$ cat config.mk
export PLATFORM = sky130hd
export DESIGN_NAME = multi_stepper_full_step_driver_core
export DESIGN_NICKNAME = d
export VERILOG_FILES = /design/src/rtl/core/msfsd_pkg.sv /design/src/rtl/core/msfsd_ctrl.sv /design/src/rtl/core/msfsd_dp.sv /design/src/rtl/core/multi_stepper_full_step_driver_core.sv
export SDC_FILE = /design/constraint.sdc
export NUM_CORES = 2
export LEC_CHECK = 0
export BUFFER_PORTS_ARGS = -buffer_cell sky130_fd_sc_hd__buf_2
export CAP_MARGIN = 20
export CORE_MARGIN = 2
export CORE_UTILIZATION = 55
export DETAILED_ROUTE_END_ITERATION = 16
export GPL_ROUTABILITY_DRIVEN = 0
export PLACE_DENSITY = 0.72
export SYNTH_ARGS = -nofsm -noshare
export SYNTH_HDL_FRONTEND = slang
export SYNTH_HIERARCHICAL = 1
export SYNTH_SLANG_ARGS = --single-unit
$ cat constraint.sdc
create_clock -name i_clk -period 18.89 [get_ports i_clk]
set_clock_uncertainty 0.05 [all_clocks]
set_input_delay 3.778 -clock i_clk [delete_from_list [all_inputs] [get_ports i_clk]]
set_output_delay 3.778 -clock i_clk [all_outputs]
set_load 0.03 [all_outputs]
$ cat src/rtl/core/msfsd_pkg.sv
`default_nettype none
package msfsd_pkg;

    localparam int MAX_MOTORS_DEF = 16;
    localparam int MOTOR_ID_W     = 4;
    localparam int MCNT_W         = 5;
    localparam int CFG_IDX_W      = 2;
    localparam int CFG_DATA_W     = 32;

    // item function codes
    localparam logic [1:0] FUNC_TICK = 2'd0;
    localparam logic [1:0] FUNC_REL  = 2'd1;
    localparam logic [1:0] FUNC_ABS  = 2'd2;

    // configuration register indexes
    localparam logic [CFG_IDX_W-1:0] CFG_MOTORS_IN_USE = 2'd0;
    localparam logic [CFG_IDX_W-1:0] CFG_CHAIN_BITS    = 2'd1;

    localparam logic [4:0] MOTORS_IN_USE_RST = 5'd16;
    localparam logic [6:0] CHAIN_BITS_RST    = 7'd64;

    typedef struct packed {
        logic [1:0]            func;
        logic [MOTOR_ID_W-1:0] motor;
        logic signed [31:0]    amount;
    } t_in_item;

    typedef struct packed {
        logic [63:0] command_word;
        logic [15:0] finished_mask;
    } t_out_item;

    // controller -> datapath
    typedef struct packed {
        logic                  cap_item;
        logic                  clr_acc;
        logic                  rd_en;
        logic                  rd_tick;
        logic [MOTOR_ID_W-1:0] rd_addr;
        logic                  load_out;
    } t_cmd;

    // datapath -> controller
    typedef struct packed {
        logic              out_free;
        logic [MCNT_W-1:0] motor_count;
    } t_status;

    // two-phase full-step coil sequence
    function automatic logic [3:0] coil_pattern(input logic [1:0] sel);
        logic [3:0] pat;
        unique case (sel)
            2'd0: pat = 4'b1100;
            2'd1: pat = 4'b0110;
            2'd2: pat = 4'b0011;
            2'd3: pat = 4'b1001;
        endcase
        return pat;
    endfunction

endpackage
`default_nettype wire

$ cat src/rtl/core/msfsd_ctrl.sv
`default_nettype none
module msfsd_ctrl #(
    parameter int MAX_MOTORS = msfsd_pkg::MAX_MOTORS_DEF
) (
    input  wire                  i_clk,
    input  wire                  i_rst_n,
    input  wire                  i_in_valid,
    output logic                 o_in_ready,
    input  msfsd_pkg::t_in_item  i_in_item,
    input  msfsd_pkg::t_status   i_sts,
    output msfsd_pkg::t_cmd      o_cmd
);
    import msfsd_pkg::*;

    localparam int IDX_W = (MAX_MOTORS > 1) ? $clog2(MAX_MOTORS) : 1;

    localparam logic [2:0] S_IDLE     = 3'd0;
    localparam logic [2:0] S_MV_RD    = 3'd1;
    localparam logic [2:0] S_TK_RUN   = 3'd2;
    localparam logic [2:0] S_TK_DRAIN = 3'd3;
    localparam logic [2:0] S_DONE     = 3'd4;

    logic [2:0]       r_state, n_state;
    logic [IDX_W-1:0] r_cnt, n_cnt;
    logic             last_motor;

    assign last_motor = ((MCNT_W'(r_cnt) + MCNT_W'(1)) == i_sts.motor_count);

    always_comb begin
        n_state    = r_state;
        n_cnt      = r_cnt;
        o_in_ready = 1'b0;
        o_cmd      = '0;
        unique case (r_state)
            S_IDLE: begin
                o_in_ready = 1'b1;
                if (i_in_valid) begin
                    o_cmd.cap_item = 1'b1;
                    priority if (i_in_item.func == FUNC_TICK) begin
                        o_cmd.clr_acc = 1'b1;
                        n_cnt         = '0;
                        n_state       = (i_sts.motor_count == '0) ? S_DONE : S_TK_RUN;
                    end else if (i_in_item.func == FUNC_REL || i_in_item.func == FUNC_ABS) begin
                        if (MCNT_W'(i_in_item.motor) < MCNT_W'(MAX_MOTORS)) begin
                            n_state = S_MV_RD;
                        end
                    end else begin
                        n_state = S_IDLE;
                    end
                end
            end
            S_MV_RD: begin
                o_cmd.rd_en = 1'b1;
                n_state     = S_IDLE;
            end
            S_TK_RUN: begin
                o_cmd.rd_en   = 1'b1;
                o_cmd.rd_tick = 1'b1;
                o_cmd.rd_addr = MOTOR_ID_W'(r_cnt);
                n_cnt         = r_cnt + IDX_W'(1);
                if (last_motor) begin
                    n_state = S_TK_DRAIN;
                end
            end
            S_TK_DRAIN: begin
                n_state = S_DONE;
            end
            S_DONE: begin
                if (i_sts.out_free) begin
                    o_cmd.load_out = 1'b1;
                    n_state        = S_IDLE;
                end
            end
            default: begin
                n_state = S_IDLE;
            end
        endcase
    end

    always_ff @(posedge i_clk) begin
        if (!i_rst_n) begin
            r_state <= S_IDLE;
            r_cnt   <= '0;
        end else begin
            r_state <= n_state;
            r_cnt   <= n_cnt;
        end
    end

endmodule
`default_nettype wire

$ cat src/rtl/core/msfsd_dp.sv
`default_nettype none
module msfsd_dp #(
    parameter int MAX_MOTORS = msfsd_pkg::MAX_MOTORS_DEF
) (
    input  wire                                   i_clk,
    input  wire                                   i_rst_n,
    input  msfsd_pkg::t_in_item                   i_in_item,
    input  wire                                   i_cfg_valid,
    input  wire [msfsd_pkg::CFG_IDX_W-1:0]        i_cfg_index,
    input  wire [msfsd_pkg::CFG_DATA_W-1:0]       i_cfg_data,
    input  msfsd_pkg::t_cmd                       i_cmd,
    output msfsd_pkg::t_status                    o_sts,
    output logic                                  o_out_valid,
    input  wire                                   i_out_ready,
    output msfsd_pkg::t_out_item                  o_out_item
);
    import msfsd_pkg::*;

    localparam int IDX_W = (MAX_MOTORS > 1) ? $clog2(MAX_MOTORS) : 1;

    // configuration
    logic [4:0] r_motors_in_use;
    logic [6:0] r_chain_bits;

    always_ff @(posedge i_clk) begin
        if (!i_rst_n) begin
            r_motors_in_use <= MOTORS_IN_USE_RST;
            r_chain_bits    <= CHAIN_BITS_RST;
        end else if (i_cfg_valid) begin
            unique case (i_cfg_index)
                CFG_MOTORS_IN_USE: r_motors_in_use <= i_cfg_data[4:0];
                CFG_CHAIN_BITS:    r_chain_bits    <= i_cfg_data[6:0];
                default: begin
                end
            endcase
        end
    end

    assign o_sts.motor_count = (r_motors_in_use > MCNT_W'(MAX_MOTORS)) ?
                               MCNT_W'(MAX_MOTORS) : r_motors_in_use;
    assign o_sts.out_free    = !o_out_valid || i_out_ready;

    // captured item
    t_in_item r_item;
    always_ff @(posedge i_clk) begin
        if (i_cmd.cap_item) begin
            r_item <= i_cmd.cap_item ? i_in_item : r_item;
        end
    end

    // position / target stores; an unwritten entry reads as zero
    logic [31:0]           r_pos_mem [MAX_MOTORS];
    logic [31:0]           r_tgt_mem [MAX_MOTORS];
    logic [MAX_MOTORS-1:0] r_pos_set, r_tgt_set;
    logic [31:0]           r_pos_rd, r_tgt_rd;
    logic                  r_pos_ok, r_tgt_ok;
    logic [IDX_W-1:0]      r_rd_idx;
    logic                  r_step_v, r_move_v;
    logic [IDX_W-1:0]      rd_idx;

    assign rd_idx = i_cmd.rd_tick ? i_cmd.rd_addr[IDX_W-1:0] : r_item.motor[IDX_W-1:0];

    logic [31:0] pos, tgt, diff, new_pos, new_tgt;
    logic        moving, arrive;

    assign pos     = r_pos_ok ? r_pos_rd : '0;
    assign tgt     = r_tgt_ok ? r_tgt_rd : '0;
    assign diff    = tgt - pos;
    assign moving  = (diff != '0);
    assign arrive  = (diff == 32'd1) || (diff == '1);
    assign new_pos = diff[31] ? (pos - 32'd1) : (pos + 32'd1);
    assign new_tgt = (r_item.func == FUNC_REL) ? (pos + 32'(r_item.amount))
                                               : 32'(r_item.amount);

    always_ff @(posedge i_clk) begin
        if (i_cmd.rd_en) begin
            r_pos_rd <= r_pos_mem[rd_idx];
            r_tgt_rd <= r_tgt_mem[rd_idx];
            r_rd_idx <= rd_idx;
        end
        if (r_step_v && moving) begin
            r_pos_mem[r_rd_idx] <= new_pos;
        end
        if (r_move_v) begin
            r_tgt_mem[r_rd_idx] <= new_tgt;
        end
    end

    always_ff @(posedge i_clk) begin
        if (!i_rst_n) begin
            r_pos_set <= '0;
            r_tgt_set <= '0;
            r_pos_ok  <= 1'b0;
            r_tgt_ok  <= 1'b0;
            r_step_v  <= 1'b0;
            r_move_v  <= 1'b0;
        end else begin
            r_step_v <= i_cmd.rd_en && i_cmd.rd_tick;
            r_move_v <= i_cmd.rd_en && !i_cmd.rd_tick;
            if (i_cmd.rd_en) begin
                r_pos_ok <= r_pos_set[rd_idx];
                r_tgt_ok <= r_tgt_set[rd_idx];
            end
            if (r_step_v && moving) begin
                r_pos_set[r_rd_idx] <= 1'b1;
            end
            if (r_move_v) begin
                r_tgt_set[r_rd_idx] <= 1'b1;
            end
        end
    end

    // nibble placement at chain_bits - 4*(id+1), signed 9 bits
    logic [4:0]  id_p1;
    logic [8:0]  offset, neg_off;
    logic [3:0]  nib;
    logic [63:0] placed;

    assign id_p1   = MCNT_W'(r_rd_idx) + 5'd1;
    assign offset  = {2'b00, r_chain_bits} - {2'b00, id_p1, 2'b00};
    assign neg_off = 9'd0 - offset;
    assign nib     = coil_pattern(new_pos[1:0]);

    always_comb begin
        priority if (offset[8:6] == 3'b000) begin
            placed = 64'(nib) << offset[5:0];
        end else if (offset[8:2] == 7'h7F && offset[1:0] != 2'b00) begin
            placed = 64'(nib >> neg_off[1:0]);
        end else begin
            placed = '0;
        end
    end

    // tick accumulators
    logic [63:0] r_word;
    logic [15:0] r_mask;

    always_ff @(posedge i_clk) begin
        if (i_cmd.clr_acc) begin
            r_word <= '0;
            r_mask <= '0;
        end else if (r_step_v && moving) begin
            r_word <= r_word | placed;
            if (arrive) begin
                r_mask <= r_mask | (16'd1 << r_rd_idx);
            end
        end
    end

    // result register
    always_ff @(posedge i_clk) begin
        if (!i_rst_n) begin
            o_out_valid <= 1'b0;
        end else if (i_cmd.load_out) begin
            o_out_valid <= 1'b1;
        end else if (i_out_ready) begin
            o_out_valid <= 1'b0;
        end
    end

    always_ff @(posedge i_clk) begin
        if (i_cmd.load_out) begin
            o_out_item.command_word  <= r_word;
            o_out_item.finished_mask <= r_mask;
        end
    end

endmodule
`default_nettype wire

$ cat src/rtl/core/multi_stepper_full_step_driver_core.sv
// Full-step sequencer for up to MAX_MOTORS two-phase steppers on one shift chain.
// Input channel (i_in_valid / o_in_ready, i_in_item): a move item sets one motor's
// target, relative to its position or absolute; a tick item steps every motor in
// use one full step toward its target. Func code 3 and moves to a motor at or
// above MAX_MOTORS are dropped quietly.
// Output channel (o_out_valid / i_out_ready, o_out_item): one item per tick, with
// the coil bits for the whole chain and the mask of motors that arrived.
// Config channel (i_cfg_valid / o_cfg_ready, always ready): index 0 motors_in_use,
// index 1 chain_bits; write only while the block is idle.
// Sequence: a move reads its motor's entry in S_MV_RD and then returns to idle.
// A tick with n motors in use (motors_in_use clamped to MAX_MOTORS) reads one motor
// per cycle through the single read port of the position/target store, passes
// through the drain state S_TK_DRAIN, loads the result register in S_DONE and
// then takes the next item. With no motors in use it goes from idle straight to
// S_DONE and loads the result there.
// A result waiting in the output register does not block the input side; only a
// tick that finishes while the previous result is still held waits for the
// receiver to take it.
// Reset clears positions and targets to zero (per-entry valid bits), sets
// motors_in_use to 16 and chain_bits to 64, and empties the result register.
`default_nettype none
module multi_stepper_full_step_driver_core #(
    parameter int MAX_MOTORS = msfsd_pkg::MAX_MOTORS_DEF
) (
    input  wire                               i_clk,
    input  wire                               i_rst_n,
    input  wire                               i_in_valid,
    output logic                              o_in_ready,
    input  msfsd_pkg::t_in_item               i_in_item,
    output logic                              o_out_valid,
    input  wire                               i_out_ready,
    output msfsd_pkg::t_out_item              o_out_item,
    input  wire                               i_cfg_valid,
    output logic                              o_cfg_ready,
    input  wire [msfsd_pkg::CFG_IDX_W-1:0]    i_cfg_index,
    input  wire [msfsd_pkg::CFG_DATA_W-1:0]   i_cfg_data
);
    import msfsd_pkg::*;

    t_cmd    cmd;
    t_status sts;

    // config registers take a write in any cycle
    assign o_cfg_ready = 1'b1;

    msfsd_ctrl #(
        .MAX_MOTORS (MAX_MOTORS)
    ) u_ctrl (
        .i_clk      (i_clk),
        .i_rst_n    (i_rst_n),
        .i_in_valid (i_in_valid),
        .o_in_ready (o_in_ready),
        .i_in_item  (i_in_item),
        .i_sts      (sts),
        .o_cmd      (cmd)
    );

    msfsd_dp #(
        .MAX_MOTORS (MAX_MOTORS)
    ) u_dp (
        .i_clk       (i_clk),
        .i_rst_n     (i_rst_n),
        .i_in_item   (i_in_item),
        .i_cfg_valid (i_cfg_valid),
        .i_cfg_index (i_cfg_index),
        .i_cfg_data  (i_cfg_data),
        .i_cmd       (cmd),
        .o_sts       (sts),
        .o_out_valid (o_out_valid),
        .i_out_ready (i_out_ready),
        .o_out_item  (o_out_item)
    );

endmodule
`default_nettype wire
==> run metrics <==
share of cells above drive strength 1=10.5%; Comb power frac=16.5%; detailed-route vias per instance=6.08; Max VDD drop=0.0798 mV; met2 wire len=68300 um; Worst Tran Pin Value=1.16 ns; total of warnings raised by yosys=6; final WL=144000 um; Hold Path Cell Cnt=0; internal power=5.46 mW; Critical Path Most Common Cell=a21oi_1; Slew Viols, Final=0; antenna violations before repair=0; Fin. Hold Viols=0; RSZ-0062 raised after global routing=false; number of synthesized flops with an enable pin=1210; Core ar.=104000 um2; register area=39100 um2; CTS Buffer Depth=3; root buffer cell=clkbuf_16; Gate Count Post-Synth=4798; max cap viols=0; DRC errors left=0; share of async-settable or async-resettable flops after synthesis=0%; Avg Cell Area, Syn=12.0 um2; Setup TNS=0 ns; Worst slew margin=20.8%; DR WL/cell=22.6 um; first-pass GRT wire length=218000 um; critical path capture point type=register; CTS H-tree lvls=4; register area share after synthesis=67.9%; Critical Path Start Type=register; result of the run=finished, final reports clean; Syn Nets=4988; dominant synthesized flop cell=edfxtp_1; cts repair resizes=0; Flop pwr share=48.3%; number of I/O port buffers=133; Post-DP HPWL=77800 um; Seq cells post-synth=1346; Final ANT Viol Nets=0; Layout Nets=5099; P_sw=1.99 mW; CP arrival=8.99 ns; Final Cycle Share=45.8%; Die Span Y=327 um; Final Util=62.1%; Multi-input gate area=17300 um2; DIE WIDTH=327 um; DRT Pass-1 Iters=8; vias in the first global route=36418; Num CTS Buffers=137; Skew-Pair Late Insertion Delay=0.74 ns; Critical Path Fanout Max=35; CP Data Required Time=19.22 ns; initial drt markers=4804; count of cell types in the netlist=96; setup bufs post-CTS=0; Sw Ratio=26.7%; WS Path Type=reg -> reg; area grow syn2layout=11.9%; Static Leak=23.3 nW; CTS Sinks=1346; M1 WL=59000 um; final setup fails=0; share of the synthesized area in the top cell type=63.2%; total power=7.45 mW; Clk pin slew, worst setup/hold paths=0.06 ns; Synth area leader=edfxtp_1; CP peak stage delay=0.86 ns; PwrDens=116 nW/um2; largest net degree at the start of global routing=171; die area=107000 um2; Tmin final=8.66 ns; synthesized area=57500 um2; fmax=0.116 GHz; cts hold-fix bufs=0; critical path's slowest cell=xor2_1; # IOs=160; # fillers=7823; via count=38912; Worst Reg-to-Reg Cells=24; ranking of synthesized cells by area=edfxtp_1, nand2_1, nand3_1, dfxtp_1, ha_1; Initial Util=55.5%; worst min-delay path category=reg -> reg; gr usage total=26.7%; total gr overflow=0; Top Metal Used=met4; Clock power frac=35.2%; std cell rows=118; met3 wire length=12000 um; sequence of cells on the critical path=buf_4 -> nand2_1 -> inv_1 -> ha_1 -> nand2b_1 -> a21oi_1 -> o31ai_1 -> a21o_1 -> a2111o_1 -> a21oi_1 -> mux2i_4 -> buf_4 -> fa_1 -> a21o_1 -> a21oi_1 -> nand2b_1 -> a211o_1 -> a41oi_1 -> a211o_1 -> nand2_1 -> o311ai_0 -> nor4_1 -> nor3_1 -> xor2_1; CTS tree=yes
## cells by family after synthesis
family          after synthesis  synth area share (%)
buf+inv                     368                  2.60
flops                      1346                  67.9
xor+xnor                     97                  1.48
compound gates              644                  8.11
simple gates               2204                  17.0
other cells                   1               0.00652
fa+ha+maj                   113                  2.51
mux                          25                 0.439
## state kept, by name, summed over array words and instances (netlist names)
name / count
u_dp/r_pos_mem: 512
u_dp/r_tgt_mem: 512
u_dp/o_out_item: 80
u_dp/r_word: 64
u_dp/r_item: 38
u_dp/r_pos_rd: 32
u_dp/r_tgt_rd: 32
u_dp/r_mask: 16
u_dp/r_pos_set: 16
u_dp/r_tgt_set: 16
u_dp/r_chain_bits: 7
u_dp/r_motors_in_use: 5
u_ctrl/r_cnt: 4
u_dp/r_rd_idx: 4
u_ctrl/r_state: 3
u_dp/o_out_valid: 1
u_dp/r_move_v: 1
u_dp/r_pos_ok: 1
u_dp/r_step_v: 1
u_dp/r_tgt_ok: 1
## cells in the final DEF, fill, tap and decap left out, types with 37 or more instances in the layout
cell	count
a21o_1	38
a21oi_1	96
a311oi_1	134
a31oi_1	79
and2_1	37
and3_1	76
buf_2	133
buf_4	117
clkbuf_16	144
dfxtp_1	136
edfxtp_1	1210
ha_1	109
inv_1	82
nand2_1	1240
nand3_1	563
nor2_1	79
nor2b_1	38
o21ai_0	77
xnor2_1	54
xor2_1	43
## final cells by class
| cell class | instances | share of cell area, % |
|---|---|---|
| flip-flops and latches | 1346 | 60.7 |
| multi-input cells | 3084 | 26.8 |
| clock buffers | 179 | 5.87 |
| well taps | 1380 | 2.68 |
| repair buffers | 253 | 2.49 |
| clock inverters | 67 | 0.887 |
| inverters | 87 | 0.533 |
| diodes | 1 | 0.00389 |
## cells in the mapped netlist (all sizes together), types with 6 or more instances
| master | instances |
|---|---|
| nand2 | 1240 |
| edfxtp | 1210 |
| nand3 | 563 |
| clkbuf | 259 |
| dfxtp | 136 |
| a311oi | 134 |
| ha | 109 |
| nor2 | 107 |
| a21oi | 96 |
| inv | 85 |
| o21ai | 84 |
| and3 | 82 |
| a31oi | 79 |
| xnor2 | 54 |
| xor2 | 43 |
| and2 | 40 |
| a21o | 39 |
| nor2b | 39 |
| nor3 | 35 |
| o21a | 34 |
| o2bb2ai | 34 |
| mux2i | 23 |
| nand4 | 21 |
| buf | 20 |
| nand2b | 19 |
| a31o | 18 |
| o21bai | 17 |
| a211oi | 15 |
| o32ai | 11 |
| and2b | 10 |
| or3 | 10 |
| a211o | 9 |
| o22ai | 8 |
| a32o | 7 |
| nor3b | 7 |
| nor4 | 7 |
| or2 | 7 |
| a21boi | 6 |
| a41oi | 6 |
## metal layers
layer  track usage, %  up-vias
li1                 -    17803
met1             37.0    18912
met2             43.0     1880
met3             4.01      317
met4             10.1        0
met5                0        -
## power by group through the flow
stage / Clock, mW / Combinational, mW / Sequential, mW
final: 2.62 / 1.23 / 3.60
after global routing: 2.77 / 1.34 / 3.60
after CTS: 2.66 / 1.19 / 3.60
after detailed placement: 0 / 1.19 / 3.66
after global placement: 0 / 1.15 / 3.66
after floorplan: 0 / 0.784 / 3.66
## final timing paths
| kind | from | endpoint | slack, ns |
|---|---|---|---|
| min reg2reg | u_dp/r_mask[14]$_SDFFE_PP0P_ | u_dp/o_out_item[14]$_DFFE_PP_ | 0.37 |
| min | u_dp/r_mask[14]$_SDFFE_PP0P_ | u_dp/o_out_item[14]$_DFFE_PP_ | 0.37 |
| max reg2reg | u_dp/r_pos_ok$_SDFFE_PN0P_ | u_dp/r_pos_mem[15][30]$_DFFE_PP_ | 10.23 |
| max | u_dp/r_pos_ok$_SDFFE_PN0P_ | u_dp/r_pos_mem[15][30]$_DFFE_PP_ | 10.23 |
## per-stage QoR
stage | worst slack [ns] | hold WS [ns] | cells | cell area (um2)
floorplan | 11.03 | 0.351 | 4798 | 57500
global placement | 10.62 | 0.356 | 6135 | 59900
detailed placement | 10.43 | 0.360 | 6139 | 59900
CTS | 10.40 | 0.374 | 6385 | 64300
global route | 9.65 | 0.382 | 6396 | 64300
finish | 10.23 | 0.371 | 6397 | 64300
## critical path, delay by kind of cell, from the launching register on
| family | cells | cell delay, ns |
|---|---|---|
| buf+inv | 3 | 1.04 |
| fa+ha+maj | 2 | 0.64 |
| simple gates | 6 | 1.56 |
| xor+xnor | 1 | 0.86 |
| mux | 1 | 0.32 |
| compound gates | 11 | 3.49 |
| flops | 1 | 0.30 |
(Power assumes the default switching activity.)
